### src/rtl/esmc_pkg.sv
// ---------------------------------------------------------------------------
// esmc_pkg
// Shared widths, constants and the control/status bundles that connect the
// controller and the datapath of the edge scatter min/count core.
// ---------------------------------------------------------------------------
package esmc_pkg;

  localparam int unsigned VALUE_W = 32;
  localparam int unsigned INDEX_W = 12;
  localparam int unsigned COUNT_W = 16;
  localparam int unsigned NCNT_W  = 11;
  localparam int unsigned ENTRY_W = VALUE_W + COUNT_W;

  // Input tdata: edge_value, first_node, second_node (56 bits, whole bytes)
  localparam int unsigned IN_DATA_W  = 56;
  // Output tdata: status, node_minimum, node_edges (49 bits padded to 56)
  localparam int unsigned OUT_DATA_W = 56;

  localparam logic [VALUE_W-1:0] MIN_CLEAR  = 32'h7FFF_FFFF;
  localparam logic [COUNT_W-1:0] COUNT_MAX  = 16'hFFFF;
  localparam logic [NCNT_W-1:0]  NCNT_RESET = 11'd1024;

  localparam logic MODE_ACCUM = 1'b0;
  localparam logic MODE_READ  = 1'b1;

  // Commands from the controller to the datapath
  typedef struct packed {
    logic capture;    // latch an accepted request
    logic rd_first;   // issue a store read for the first node
    logic rd_second;  // issue a store read for the second node
    logic wr_first;   // write back the first node entry
    logic wr_second;  // write back the second node entry
    logic clear_wr;   // write one entry of the post-reset clearing pass
    logic load_out;   // load the result into the output register
  } esmc_cmd_t;

  // Status from the datapath to the controller
  typedef struct packed {
    logic idx_bad;     // request has an out-of-range node index
    logic is_read;     // request is a read-and-clear
    logic self_edge;   // both node indices are equal
    logic clear_last;  // clearing pass is at its last entry
  } esmc_sts_t;

endpackage

### src/rtl/esmc_ctrl.sv
// ---------------------------------------------------------------------------
// esmc_ctrl
// Controller state machine: clearing pass after reset, request sequencing
// over the node store, and the output valid register.
// ---------------------------------------------------------------------------
module esmc_ctrl (
  input  logic                clk,
  input  logic                rst_n,
  input  logic                in_tvalid,
  output logic                in_tready,
  output logic                out_tvalid,
  input  logic                out_tready,
  input  esmc_pkg::esmc_sts_t sts,
  output esmc_pkg::esmc_cmd_t cmd
);
  import esmc_pkg::*;

  typedef enum logic [2:0] {
    ST_CLEAR,
    ST_IDLE,
    ST_READ_A,
    ST_UPD_A,
    ST_UPD_B,
    ST_DONE
  } state_t;

  state_t state_r, state_nxt;
  logic   out_valid_r, out_valid_nxt;
  logic   out_free;

  assign out_free   = !out_valid_r || out_tready;
  assign in_tready  = (state_r == ST_IDLE);
  assign out_tvalid = out_valid_r;

  // Next state and commands
  always_comb begin
    state_nxt     = state_r;
    cmd           = '0;
    out_valid_nxt = out_valid_r && !out_tready;
    case (state_r)
      ST_CLEAR: begin
        cmd.clear_wr = 1'b1;
        if (sts.clear_last) state_nxt = ST_IDLE;
      end
      ST_IDLE: begin
        if (in_tvalid) begin
          cmd.capture = 1'b1;
          state_nxt   = ST_READ_A;
        end
      end
      ST_READ_A: begin
        if (sts.idx_bad) begin
          state_nxt = ST_DONE;
        end else begin
          cmd.rd_first = 1'b1;
          state_nxt    = ST_UPD_A;
        end
      end
      ST_UPD_A: begin
        cmd.wr_first = 1'b1;
        if (!sts.is_read && !sts.self_edge) begin
          cmd.rd_second = 1'b1;
          state_nxt     = ST_UPD_B;
        end else begin
          state_nxt = ST_DONE;
        end
      end
      ST_UPD_B: begin
        cmd.wr_second = 1'b1;
        state_nxt     = ST_DONE;
      end
      ST_DONE: begin
        if (out_free) begin
          cmd.load_out  = 1'b1;
          out_valid_nxt = 1'b1;
          state_nxt     = ST_IDLE;
        end
      end
      default: state_nxt = ST_IDLE;
    endcase
  end

  // Hold state and the output valid flag
  always_ff @(posedge clk) begin
    if (!rst_n) begin
      state_r     <= ST_CLEAR;
      out_valid_r <= 1'b0;
    end else begin
      state_r     <= state_nxt;
      out_valid_r <= out_valid_nxt;
    end
  end

  a_rd_first_wr: assert property (@(posedge clk) disable iff (!rst_n)
    cmd.rd_first |=> cmd.wr_first)
    else $error("first node read not followed by its write-back");

  a_rd_second_wr: assert property (@(posedge clk) disable iff (!rst_n)
    cmd.rd_second |=> cmd.wr_second)
    else $error("second node read not followed by its write-back");

  a_clear_no_out: assert property (@(posedge clk) disable iff (!rst_n)
    (state_r == ST_CLEAR) |-> !out_valid_r)
    else $error("result presented during clearing pass");

  a_bad_skips_store: assert property (@(posedge clk) disable iff (!rst_n)
    (state_r == ST_READ_A && sts.idx_bad) |=> (state_r == ST_DONE && !cmd.wr_first))
    else $error("bad index request touched the store");

endmodule

### config.mk
export PLATFORM = sky130hd
export DESIGN_NAME = esmc_ctrl
export DESIGN_NICKNAME = d
export VERILOG_FILES = /design/src/rtl/esmc_pkg.sv /design/src/rtl/esmc_ctrl.sv
export SDC_FILE = /design/constraint.sdc
export NUM_CORES = 1
export LEC_CHECK = 0
export BUFFER_PORTS_ARGS = -buffer_cell sky130_fd_sc_hd__buf_2
export CAP_MARGIN = 15
export CORE_AREA = 2 2 39 41
export DETAILED_ROUTE_END_ITERATION = 8
export DIE_AREA = 0 0 41 43
export PLACE_DENSITY = 0.51
export SLEW_MARGIN = 20
export SYNTH_ARGS = -nofsm -noshare
export SYNTH_HDL_FRONTEND = slang
export SYNTH_SLANG_ARGS = --single-unit
### constraint.sdc
create_clock -name clk -period 2.4 [get_ports clk]
set_input_delay 0.48 -clock clk [delete_from_list [all_inputs] [get_ports clk]]
set_output_delay 0.48 -clock clk [all_outputs]
set_load 0.05 [all_outputs]
==> results by group, run 1 <==
Outcome
  • Outcome: complete, no violations

Synthesis
  • Largest family of logic cells by synthesized area: simple AND/OR/NAND/NOR gates
  • Syn nets: between 40 and 50
  • Post-Synth Adder-Cell Area: 0
  • Mux share of post-synthesis cell area: 0
  • Compound-cell area share of the yosys netlist: 0.1770
  • Synth warnings: 0
  • Yosys reg bits: 4
  • Syn_area_per_cell: 7.924 sq um
  • Sequential-to-total area share from yosys stat: 0.3062
  • Yosys cell types: 20
  • Post-synthesis simple-gate area fraction: 0.4163
  • Post-Syn Area: about 260 sq um
  • Post-synthesis xor/xnor area fraction: 0
  • Mapped Cells: 33

Finish
  • Area Growth Syn to Fin: 44.02%
  • Share of cells above drive strength 1: 0.4800
  • Fillers: 166
  • Post-layout util: 0.2722
  • Ant diodes: 0
  • Nets: 60

Critical path
  • Critical path launch point type: flop
  • CP Max Fanout: 9
  • Critical path's largest stage delay: between 0.4 and 0.5 ns
  • Crit-path slowest cell: dfxtp_1
  • Worst path arrival time: 1.37 ns
  • Cells along the critical path: inv_2 -> nor4_2 -> buf_2
  • Crit Path Category: flop to output pin
  • Crit path capture type: output pin
  • Critical path required time: 1.92 ns

Die
  • Std-Cell Rows: 14
  • Die ar.: ~1800 sq um
  • Die width: 41 um
  • Core Area: 1384 sq um
  • Initial Utilization: 0.1890
  • Die height: 43 um
  • # IOs: 17

Hold path
  • Hold/Removal Path Class: primary input to flop

Global routing
  • Vias in the first global route: 267
  • First-pass GRT wire length: 1041 um
  • Pin count of the biggest net entering global routing: 10
  • Gr ovfl total: 0
  • Overall global routing resource usage: 0.08936
  • Initial antenna violation count: 0

Timing
  • Tcrit/Tclk final: 0.7698
  • Setup_tns: 0 ns
  • Fmax: 541.3 MHz
  • Tmin final: about 1.8 ns
  • Slew headroom: 0.8096
  • Slew @ Worst Pin: 0.2852 ns
  • RSZ-0062 raised after global routing: false
  • Clock Skew: 0.005937 ns
  • Slew Viols, Final: 0
  • Final Hold Viols: 0
  • Final setup vio count: 0

Placement
  • HPWL after DPL: 497.2 um
  • PortBufs: 16
  • GPL Wtd Cong: 0.6597

CTS
  • TritonCTS Buffers: 3
  • CTS tree: yes
  • Root buf cell: clkbuf_4
  • Post-CTS Setup Inserts: 0
  • Post-cts hold buffer count: 0
  • CTS max path bufs: 2
  • Clock H-tree levels: 1
  • Worst-Skew Late Latency: approximately 0.24 ns
  • Resized Gates After CTS: 0
  • Clock Pin Slew Worst Setup and Hold Paths: roughly 0.040 ns
  • CTS sink count: 4

Flow run
  • Max cap viols: 0

Pwr
  • PwrDens: 589.5 nW/um^2
  • Max IR drop VDD: 273.6 uV
  • Leakage power: 0.1762 nW

Route
  • Initial DRT Pass Iterations: 4
  • DR DRC count: 0
  • Vias per cell: 4.182
  • DRT antenna net count: 0
  • WL per Instance: 9.167 um
  • Post-Route WL: 605 um
  • Vias: ~280
  • Initial drt markers: 2
[stage by stage]
step | instance area (sq um) | std cells | worst slack (ns) | hold WS [ns] | total power (W)
2_1_floorplan | 272.8 | 33 | 0.2713 | 0.5146 | 0.0001260
3_3_place_gp | 354.1 | 63 | 0.8044 | 0.5379 | 0.0001392
3_5_place_dp | 354.1 | 63 | 0.7982 | 0.5471 | 0.0001398
4_1_cts | 376.6 | 66 | 0.5344 | 0.4879 | 0.0002271
5_1_grt | 376.6 | 66 | 0.4180 | 0.5137 | 0.0002370
6_report | 376.6 | 66 | 0.5526 | 0.4910 | 0.0002220
[layout by cell type (no fill, tap or decap)]
master / synthesis / layout
a211oi_2: 1 / 1
a21boi_0: 1 / 1
a21oi_1: 2 / 2
and2_1: 1 / 1
and3b_1: 1 / 1
buf_2: 0 / 16
clkbuf_4: 0 / 3
dfxtp_1: 4 / 4
inv_1: 1 / 1
inv_2: 1 / 1
nand2b_1: 3 / 3
nand3_1: 1 / 1
nor2_1: 6 / 6
nor2b_1: 1 / 1
nor3_1: 3 / 2
nor3_2: 0 / 1
nor3b_1: 1 / 1
nor3b_2: 1 / 1
nor4_2: 0 / 1
o21a_1: 1 / 1
o31a_1: 1 / 1
[area by class of cell]
type | instances | area, sq um | share of cell area
Multi-Input combinational cell | 25 | 166.4 | 0.4419
Sequential cell | 4 | 80.08 | 0.2126
Timing Repair Buffer | 16 | 80.08 | 0.2126
Clock buffer | 3 | 22.52 | 0.05980
Tap cell | 16 | 20.02 | 0.05316
Inverter | 2 | 7.507 | 0.01993
[worst max-delay path: cells and delay by family, from the launching register on]
family	cells	cell delay, ns
simple gates	1	0.25
flops	1	0.47
buf+inv	2	0.40
[layer usage]
layer / up-vias / part of all wire / GRT usage
li1: 147 / - / -
met1: 121 / 0.47 / 0.1125
met2: 8 / 0.46 / 0.1125
met3: 0 / 0.066 / 0.04712
met4: 0 / 0 / 0.06000
met5: - / 0 / 0
[logic make-up (layout without fill, tap and decap cells)]
kind of cell | after synthesis | after routing
AO/OA/AOI/OAI | 6 | 6
buffers and inverters | 4 | 21
flip-flops | 4 | 4
AND/OR/NAND/NOR | 19 | 19
[worst paths after layout]
path | startpoint | to | slack [ns] | cells past startpoint
worst max-delay path | state_r[0]$_SDFFE_PN0P_ | cmd[4] | 0.55 | 3
worst min-delay path | rst_n | state_r[2]$_SDFFE_PN0P_ | 0.49 | 2
worst max register to register | state_r[1]$_SDFFE_PN0P_ | state_r[0]$_SDFFE_PN0P_ | 1.29 | 3
worst min register to register | out_tvalid$_SDFF_PN0_ | out_tvalid$_SDFF_PN0_ | 0.53 | 2
[synthesized netlist by cell type]
cell type  instances  area (sq um)
a211oi_2           1         12.51
a21boi_0           1         7.510
a21oi_1            2         10.01
and2_1             1         6.260
and3b_1            1         8.760
buf_4              1         7.510
buf_6              1         11.26
dfxtp_1            4         80.08
inv_1              1         3.750
inv_2              1         3.750
nand2b_1           3         18.77
nand3_1            1         5.000
nor2_1             6         22.52
nor2b_1            1         6.260
nor3_1             3         15.01
nor3b_1            1         7.510
nor3b_2            1         12.51
nor4_1             1         6.260
o21a_1             1         7.510
o31a_1             1         8.760
[power by group]
group	internal [W]	switching [W]	total, W
combinational	0.0000188	0.0000420	0.0000608
clock	0.0000560	0.0000279	0.0000838
sequential	0.0000703	0.00000710	0.0000774
[state kept, by name (all words and copies together), names as in the netlist]
signal and cells:
state_r 3, out_tvalid 1
(Power assumes the default switching activity.)
==> run 2: changes to the inputs <==
--- a/config.mk
+++ b/config.mk
@@ -10,7 +10,7 @@
 export CORE_AREA = 2 2 39 41
 export DETAILED_ROUTE_END_ITERATION = 8
 export DIE_AREA = 0 0 41 43
-export PLACE_DENSITY = 0.51
+export PLACE_DENSITY = 0.53
 export SLEW_MARGIN = 20
 export SYNTH_ARGS = -nofsm -noshare
 export SYNTH_HDL_FRONTEND = slang
==> constraint.sdc (replaced) <==
create_clock -name clk -period 1.51 [get_ports clk]
set_input_delay 0.302 -clock clk [delete_from_list [all_inputs] [get_ports clk]]
set_output_delay 0.302 -clock clk [all_outputs]
set_load 0.05 [all_outputs]
==> run 2 against run 1 <==
Power grew 71%. Sequential share of layout area shrank 3.8 points. Core utilization grew 7.1 points. Sequential power grew 51%. Final area grew 26%. Combinational power grew 120%. Highest routed layer unchanged.
==> results by group, run 2 (synthesis gave the netlist of run 1 again) <==
Critical path
  • Crit-path slowest cell: dfxtp_2
  • CP Buf/Inv Count: 2 (unchanged)
  • Worst path arrival time: 1.17 ns (-0.20 ns)
  • CP Max Fanout: 8 (-1)
  • Critical path launch point type: flop
  • Crit Path Category: flop to output pin
  • Cells along the critical path: buf_6 -> nor3_4 -> and2_4 -> buf_8
  • Crit path capture type: output pin
  • Crit-path leading delay family: simple AND/OR/NAND/NOR gates
  • Critical path required time: 1.21 ns (-0.71 ns)
  • Reg-to-reg slack, setup: 0.44 ns (-0.85 ns)
  • Critical path's largest stage delay: 0.32 ns (-0.15 ns)

Route
  • Vias per cell: 4.391 (+5.0%)
  • Initial drt markers: 2 (unchanged)
  • DRT antenna net count: 0 (unchanged)
  • Initial DRT Pass Iterations: 2 (-2)
  • DR DRC count: 0 (unchanged)
  • Post-Route WL: 674 um (+11%)
  • WL per Instance: 9.768 um (+6.6%)
  • Vias: 303 (+9.8%)

Finish
  • Commonest non-fill, non-tap cell in the layout: buf_2
  • Max reg flops: 3 (unchanged)
  • Post-layout util: 0.3427 (+0.07052)
  • Ant diodes: 0 (unchanged)
  • Commonest non-fill, non-tap cells in the layout: buf_2, nor2_1, buf_4, clkbuf_4, buf_6
  • Reg with most FFs: state_r
  • Area Growth Syn to Fin: 81.34%
  • Share of cells above drive strength 1: 0.6604 (+0.1804)
  • Nets: 63 (+5.0%)

CTS
  • CTS tree: yes
  • CTS sink count: 4 (unchanged)
  • Worst-Skew Late Latency: 0.23 ns (about the same)
  • CTS max path bufs: 2 (unchanged)
  • Clock Pin Slew Worst Setup and Hold Paths: 0.04 ns (about the same)
  • Root buf cell: clkbuf_4
  • Clock H-tree levels: 1 (unchanged)
  • Post-CTS Setup Inserts: 0 (unchanged)
  • TritonCTS Buffers: 3 (unchanged)

Timing
  • Slew headroom: 0.8357 (+0.02608)
  • Final Hold Viols: 0 (unchanged)
  • Clock Skew: 0.002663 ns (-0.003273 ns)
  • Slew @ Worst Pin: 0.2482 ns (-0.03703 ns)
  • Final worst setup slack: 0.04273 ns (-0.5099 ns)
  • Fmax: 681.5 MHz
  • RSZ-0062 raised after global routing: true
  • Tmin final: 1.467 ns
  • Tcrit/Tclk final: 0.9717
  • Final setup vio count: 0 (unchanged)
  • Slew Viols, Final: 0 (unchanged)
  • Worst hold margin: 0.3221 ns (-0.1689 ns)

Pwr
  • Clock Power Share: 0.343 (-0.035)
  • Switching share of power: 0.3464 (-0.0004524)
  • Power Internal: 0.0002483 W (+71%)
  • Combinational Power Share: 0.350 (+0.076)
  • Max IR drop VDD: 509.4 uV (+86%)
  • Sequential power share: 0.307 (-0.042)
  • Leakage power: 0.2045 nW (+16%)
  • PwrDens: 801.2 nW/um^2 (+36%)
  • P_sw: 0.0001316 W (+71%)

Die
  • Initial Utilization: 0.1890 (unchanged)
  • Die ar.: 1763 sq um (unchanged)
  • # IOs: 17 (unchanged)
  • Die height: 43 um (unchanged)
  • Die width: 41 um (unchanged)
  • Core Area: 1384 sq um (unchanged)
  • Std-Cell Rows: 14 (unchanged)

Placement
  • GPL Wtd Cong: 0.7998 (+21%)
  • PortBufs: 16 (unchanged)
  • HPWL after DPL: 552.5 um (+11%)
  • Pre-CTS WS: 0.1808 ns (-0.6174 ns)

Flow run
  • Max cap viols: 0 (unchanged)

Global routing
  • Vias in the first global route: 272 (+1.9%)
  • Pin count of the biggest net entering global routing: 9 (-1)
  • First-pass GRT wire length: 1110 um (+6.6%)
  • Initial antenna violation count: 0 (unchanged)
  • Gr ovfl total: 0 (unchanged)
  • Overall global routing resource usage: 0.09648 (+0.007125)

Hold path
  • Hold/Removal Path Class: primary input to flop

Outcome
  • Outcome: complete, no violations
-- run 2: power groups by stage --
| stage | Sequential [W] | Clock, W | Combinational (W) |
|---|---|---|---|
| 2_1_floorplan | 0.000117 | 0 | 0.0000923 |
| 3_3_place_gp | 0.000117 | 0 | 0.000125 |
| 3_5_place_dp | 0.000117 | 0 | 0.000124 |
| 4_1_cts | 0.000116 | 0.000138 | 0.000130 |
| 5_1_grt | 0.000117 | 0.000148 | 0.000142 |
| 6_report | 0.000117 | 0.000130 | 0.000133 |
-- run 2: path summary, 6_finish.rpt --
kind / startpoint / endpoint / depth (start not counted)
worst max-delay path: state_r[1]$_SDFFE_PN0P_ / cmd[6] / 4
worst min-delay path: rst_n / state_r[2]$_SDFFE_PN0P_ / 2
worst max register to register: state_r[1]$_SDFFE_PN0P_ / state_r[0]$_SDFFE_PN0P_ / 4
worst min register to register: state_r[2]$_SDFFE_PN0P_ / state_r[0]$_SDFFE_PN0P_ / 1
-- run 2: final cells by class --
type | count | area [sq um]
sequential | 4 | 82.58
clock buffer | 3 | 22.52
multi-input combinational | 25 | 205.2
tap | 16 | 20.02
fill | 153 | 909.6
timing repair buffer | 19 | 136.4
inverter | 2 | 7.507
-- run 2: metal layers --
layer | vias up | track usage | share of wire
met1 | 135 | 0.1323 | 0.42
met2 | 12 | 0.1094 | 0.48
li1 | 156 | - | -
met3 | 0 | 0.08901 | 0.096
met5 | - | 0 | 0
met4 | 0 | 0.02000 | 0
-- run 2: repair_timing --
item	in CTS	in global routing
endpoints found under the setup margin	6	6
gates resized for setup	10	6
hold buffers	0	0
-- run 2: stage by stage --
stage | TNS (ns) | std cells | instance area [sq um] | power, W
CTS | 0 | 69 | 459.2 | 0.0003835
finish | 0 | 69 | 474.2 | 0.0003799
global route | -0.03923 | 69 | 474.2 | 0.0004068
floorplan | -0.3580 | 33 | 306.5 | 0.0002095
detailed placement | 0 | 66 | 410.4 | 0.0002417
global placement | 0 | 66 | 410.4 | 0.0002419
==> run 3: changes to the inputs <==
--- a/config.mk
+++ b/config.mk
@@ -10,6 +10,7 @@
 export CORE_AREA = 2 2 39 41
 export DETAILED_ROUTE_END_ITERATION = 8
 export DIE_AREA = 0 0 41 43
+export MAX_ROUTING_LAYER = met4
 export PLACE_DENSITY = 0.53
 export SLEW_MARGIN = 20
 export SYNTH_ARGS = -nofsm -noshare
==> run 3 against run 2 <==
Register-to-register slack is essentially flat. Fmax is 0.17% lower. Clock skew is essentially flat. Power up 0.37%.
==> results by group, run 3 (synthesis gave the netlist of run 1 again) <==
Global routing
  • Met1 usage: 0.1323 (unchanged)
  • Initial antenna violation count: 0 (unchanged)
  • Pin count of the biggest net entering global routing: 9 (unchanged)
  • Busiest grt layer: met1
  • Vias in the first global route: 271 (-0.37%)
  • GRT met2 Usage: 0.1094 (unchanged)
  • Overall global routing resource usage: 0.09887 (+0.002385)
  • First-pass GRT wire length: 1110 um (unchanged)
  • Gr ovfl total: 0 (unchanged)
  • GR Util met3: 0.08901 (unchanged)

Timing
  • Slew Viols, Final: 0 (unchanged)
  • Tmin final: 1.470 ns (+0.002434 ns)
  • Slew @ Worst Pin: 0.2482 ns (+0.0000003576 ns)
  • Clock Skew: 0.002622 ns (-0.00004126 ns)
  • Slew headroom: 0.8357 (unchanged)
  • Worst hold margin: 0.3189 ns (-0.003217 ns)
  • Final setup vio count: 0 (unchanged)
  • Fmax: 680.4 MHz (-0.17%)
  • Final worst setup slack: 0.04030 ns (-0.002434 ns)
  • Setup_tns: 0 ns (unchanged)
  • Final Hold Viols: 0 (unchanged)
  • Tcrit/Tclk final: 0.9733 (+0.001612)
  • RSZ-0062 raised after global routing: true

Placement
  • Pre-CTS WS: 0.1808 ns (unchanged)
  • GPL Wtd Cong: 0.8113 (+1.4%)
  • PortBufs: 16 (unchanged)
  • HPWL after DPL: 552.5 um (unchanged)

Finish
  • Commonest non-fill, non-tap cell in the layout: buf_2
  • Reg with most FFs: state_r
  • Nets: 63 (unchanged)
  • Ant diodes: 0 (unchanged)
  • Area of the multi-input gates: 205.2 sq um (unchanged)
  • Max reg flops: 3 (unchanged)
  • Register area: 82.58 sq um (unchanged)
  • Commonest non-fill, non-tap cells in the layout: buf_2, nor2_1, buf_4, clkbuf_4, buf_6
  • Area Growth Syn to Fin: 81.34% (unchanged)
  • Share of cells above drive strength 1: 0.6604 (unchanged)
  • Fillers: 153 (unchanged)

Route
  • Initial DRT Pass Iterations: 1 (-1)
  • Vias per cell: 4.304 (-2.0%)
  • Vias: 297 (-2.0%)
  • WL per Instance: 9.710 um (-0.59%)
  • DR DRC count: 0 (unchanged)
  • DRT antenna net count: 0 (unchanged)
  • Initial drt markers: 0 (-2)
  • Post-Route WL: 670 um (-0.59%)

Pwr
  • Switching share of power: 0.3485 (+0.002192)
  • P_sw: 0.0001329 W (+1.0%)
  • Power Internal: 0.0002484 W (about the same)
  • Combinational Power Share: 0.349 (about the same)
  • Clock Power Share: 0.345 (+0.002)
  • Max IR drop VDD: 509.5 uV (about the same)
  • Leakage power: 0.2045 nW (unchanged)
  • Sequential power share: 0.305 (-0.002)
  • PwrDens: 804.2 nW/um^2 (+0.37%)

CTS
  • Root buf cell: clkbuf_4
  • CTS sink count: 4 (unchanged)
  • Clock Pin Slew Worst Setup and Hold Paths: 0.03 ns (about the same)
  • TritonCTS Buffers: 3 (unchanged)
  • CTS tree: yes
  • Post-cts hold buffer count: 0 (unchanged)
  • Post-CTS Setup Inserts: 0 (unchanged)
  • CTS max path bufs: 2 (unchanged)
  • Worst-Skew Late Latency: 0.24 ns (about the same)
  • Clock H-tree levels: 1 (unchanged)

Hold path
  • Hold/Removal Path Class: primary input to flop

Die
  • Die width: 41 um (unchanged)
  • Initial Utilization: 0.1890 (unchanged)
  • # IOs: 17 (unchanged)
  • Std-Cell Rows: 14 (unchanged)
  • Die height: 43 um (unchanged)
  • Die ar.: 1763 sq um (unchanged)
  • Core Area: 1384 sq um (unchanged)

Outcome
  • Outcome: complete, no violations

Critical path
  • Crit Path Category: flop to output pin
  • CP Max Fanout: 5 (-3)
  • Critical path launch point type: flop
  • Worst path arrival time: 1.17 ns (about the same)
  • Critical path required time: 1.21 ns (about the same)
  • Crit path capture type: output pin

Flow run
  • Max cap viols: 0 (unchanged)
[run 3: cell counts in the layout (fill, tap and decap cells not counted)]
Identical to the previous run, type by type.
[run 3: repair_timing]
| item | CTS | global route |
|---|---|---|
| resized for setup | 10 | 6 |
| pin swaps | 0 | 0 |
| setup endpoints to repair | 6 | 6 |
[run 3: power groups by stage]
stage	clock [W]	combinational, W	sequential [W]
global placement	0	0.000125	0.000117
detailed placement	0	0.000124	0.000117
floorplan	0	0.0000923	0.000117
global route	0.000148	0.000142	0.000117
CTS	0.000138	0.000130	0.000116
finish	0.000132	0.000133	0.000116
[run 3: final timing paths]
kind                           start                 endpoint  slack (ns)  cells after the start
min reg2reg  state_r[2]$_SDFFE_PN0P_  state_r[0]$_SDFFE_PN0P_        0.52                      1
max          state_r[2]$_SDFFE_PN0P_                   cmd[6]        0.04                      4
max reg2reg  state_r[1]$_SDFFE_PN0P_  state_r[0]$_SDFFE_PN0P_        0.44                      4
min                            rst_n  state_r[2]$_SDFFE_PN0P_        0.32                      2
[run 3: stage by stage]
| step | instance area, sq um | power (W) | std cells | util |
|---|---|---|---|---|
| finish | 474.2 | 0.0003813 | 69 | 0.3427 |
| global route | 474.2 | 0.0004068 | 69 | 0.3427 |
| CTS | 459.2 | 0.0003835 | 69 | 0.3318 |
| detailed placement | 410.4 | 0.0002417 | 66 | 0.2966 |
| global placement | 410.4 | 0.0002419 | 66 | 0.2966 |
| floorplan | 306.5 | 0.0002095 | 33 | - |
[run 3: cell type report]
type | instances | share of cell area
Tap cell | 16 | 0.04222
Inverter | 2 | 0.01583
Timing Repair Buffer | 19 | 0.2876
Multi-Input combinational cell | 25 | 0.4327
Sequential cell | 4 | 0.1741
Clock buffer | 3 | 0.04749
[run 3: worst max-delay path, stage by stage, from the launching register on]
cell	delay, ns
dfxtp_2	0.33
buf_4	0.15
nor3_4	0.16
and2_4	0.16
buf_8	0.13
[run 3: metal layers]
layer | share of wire | wire [um] | vias to the layer above
met5 | 0 | 0 | -
met4 | 0 | 0 | 0
met3 | 0.10 | 68 | 0
met2 | 0.47 | 315 | 12
met1 | 0.43 | 286 | 128
li1 | - | - | 157
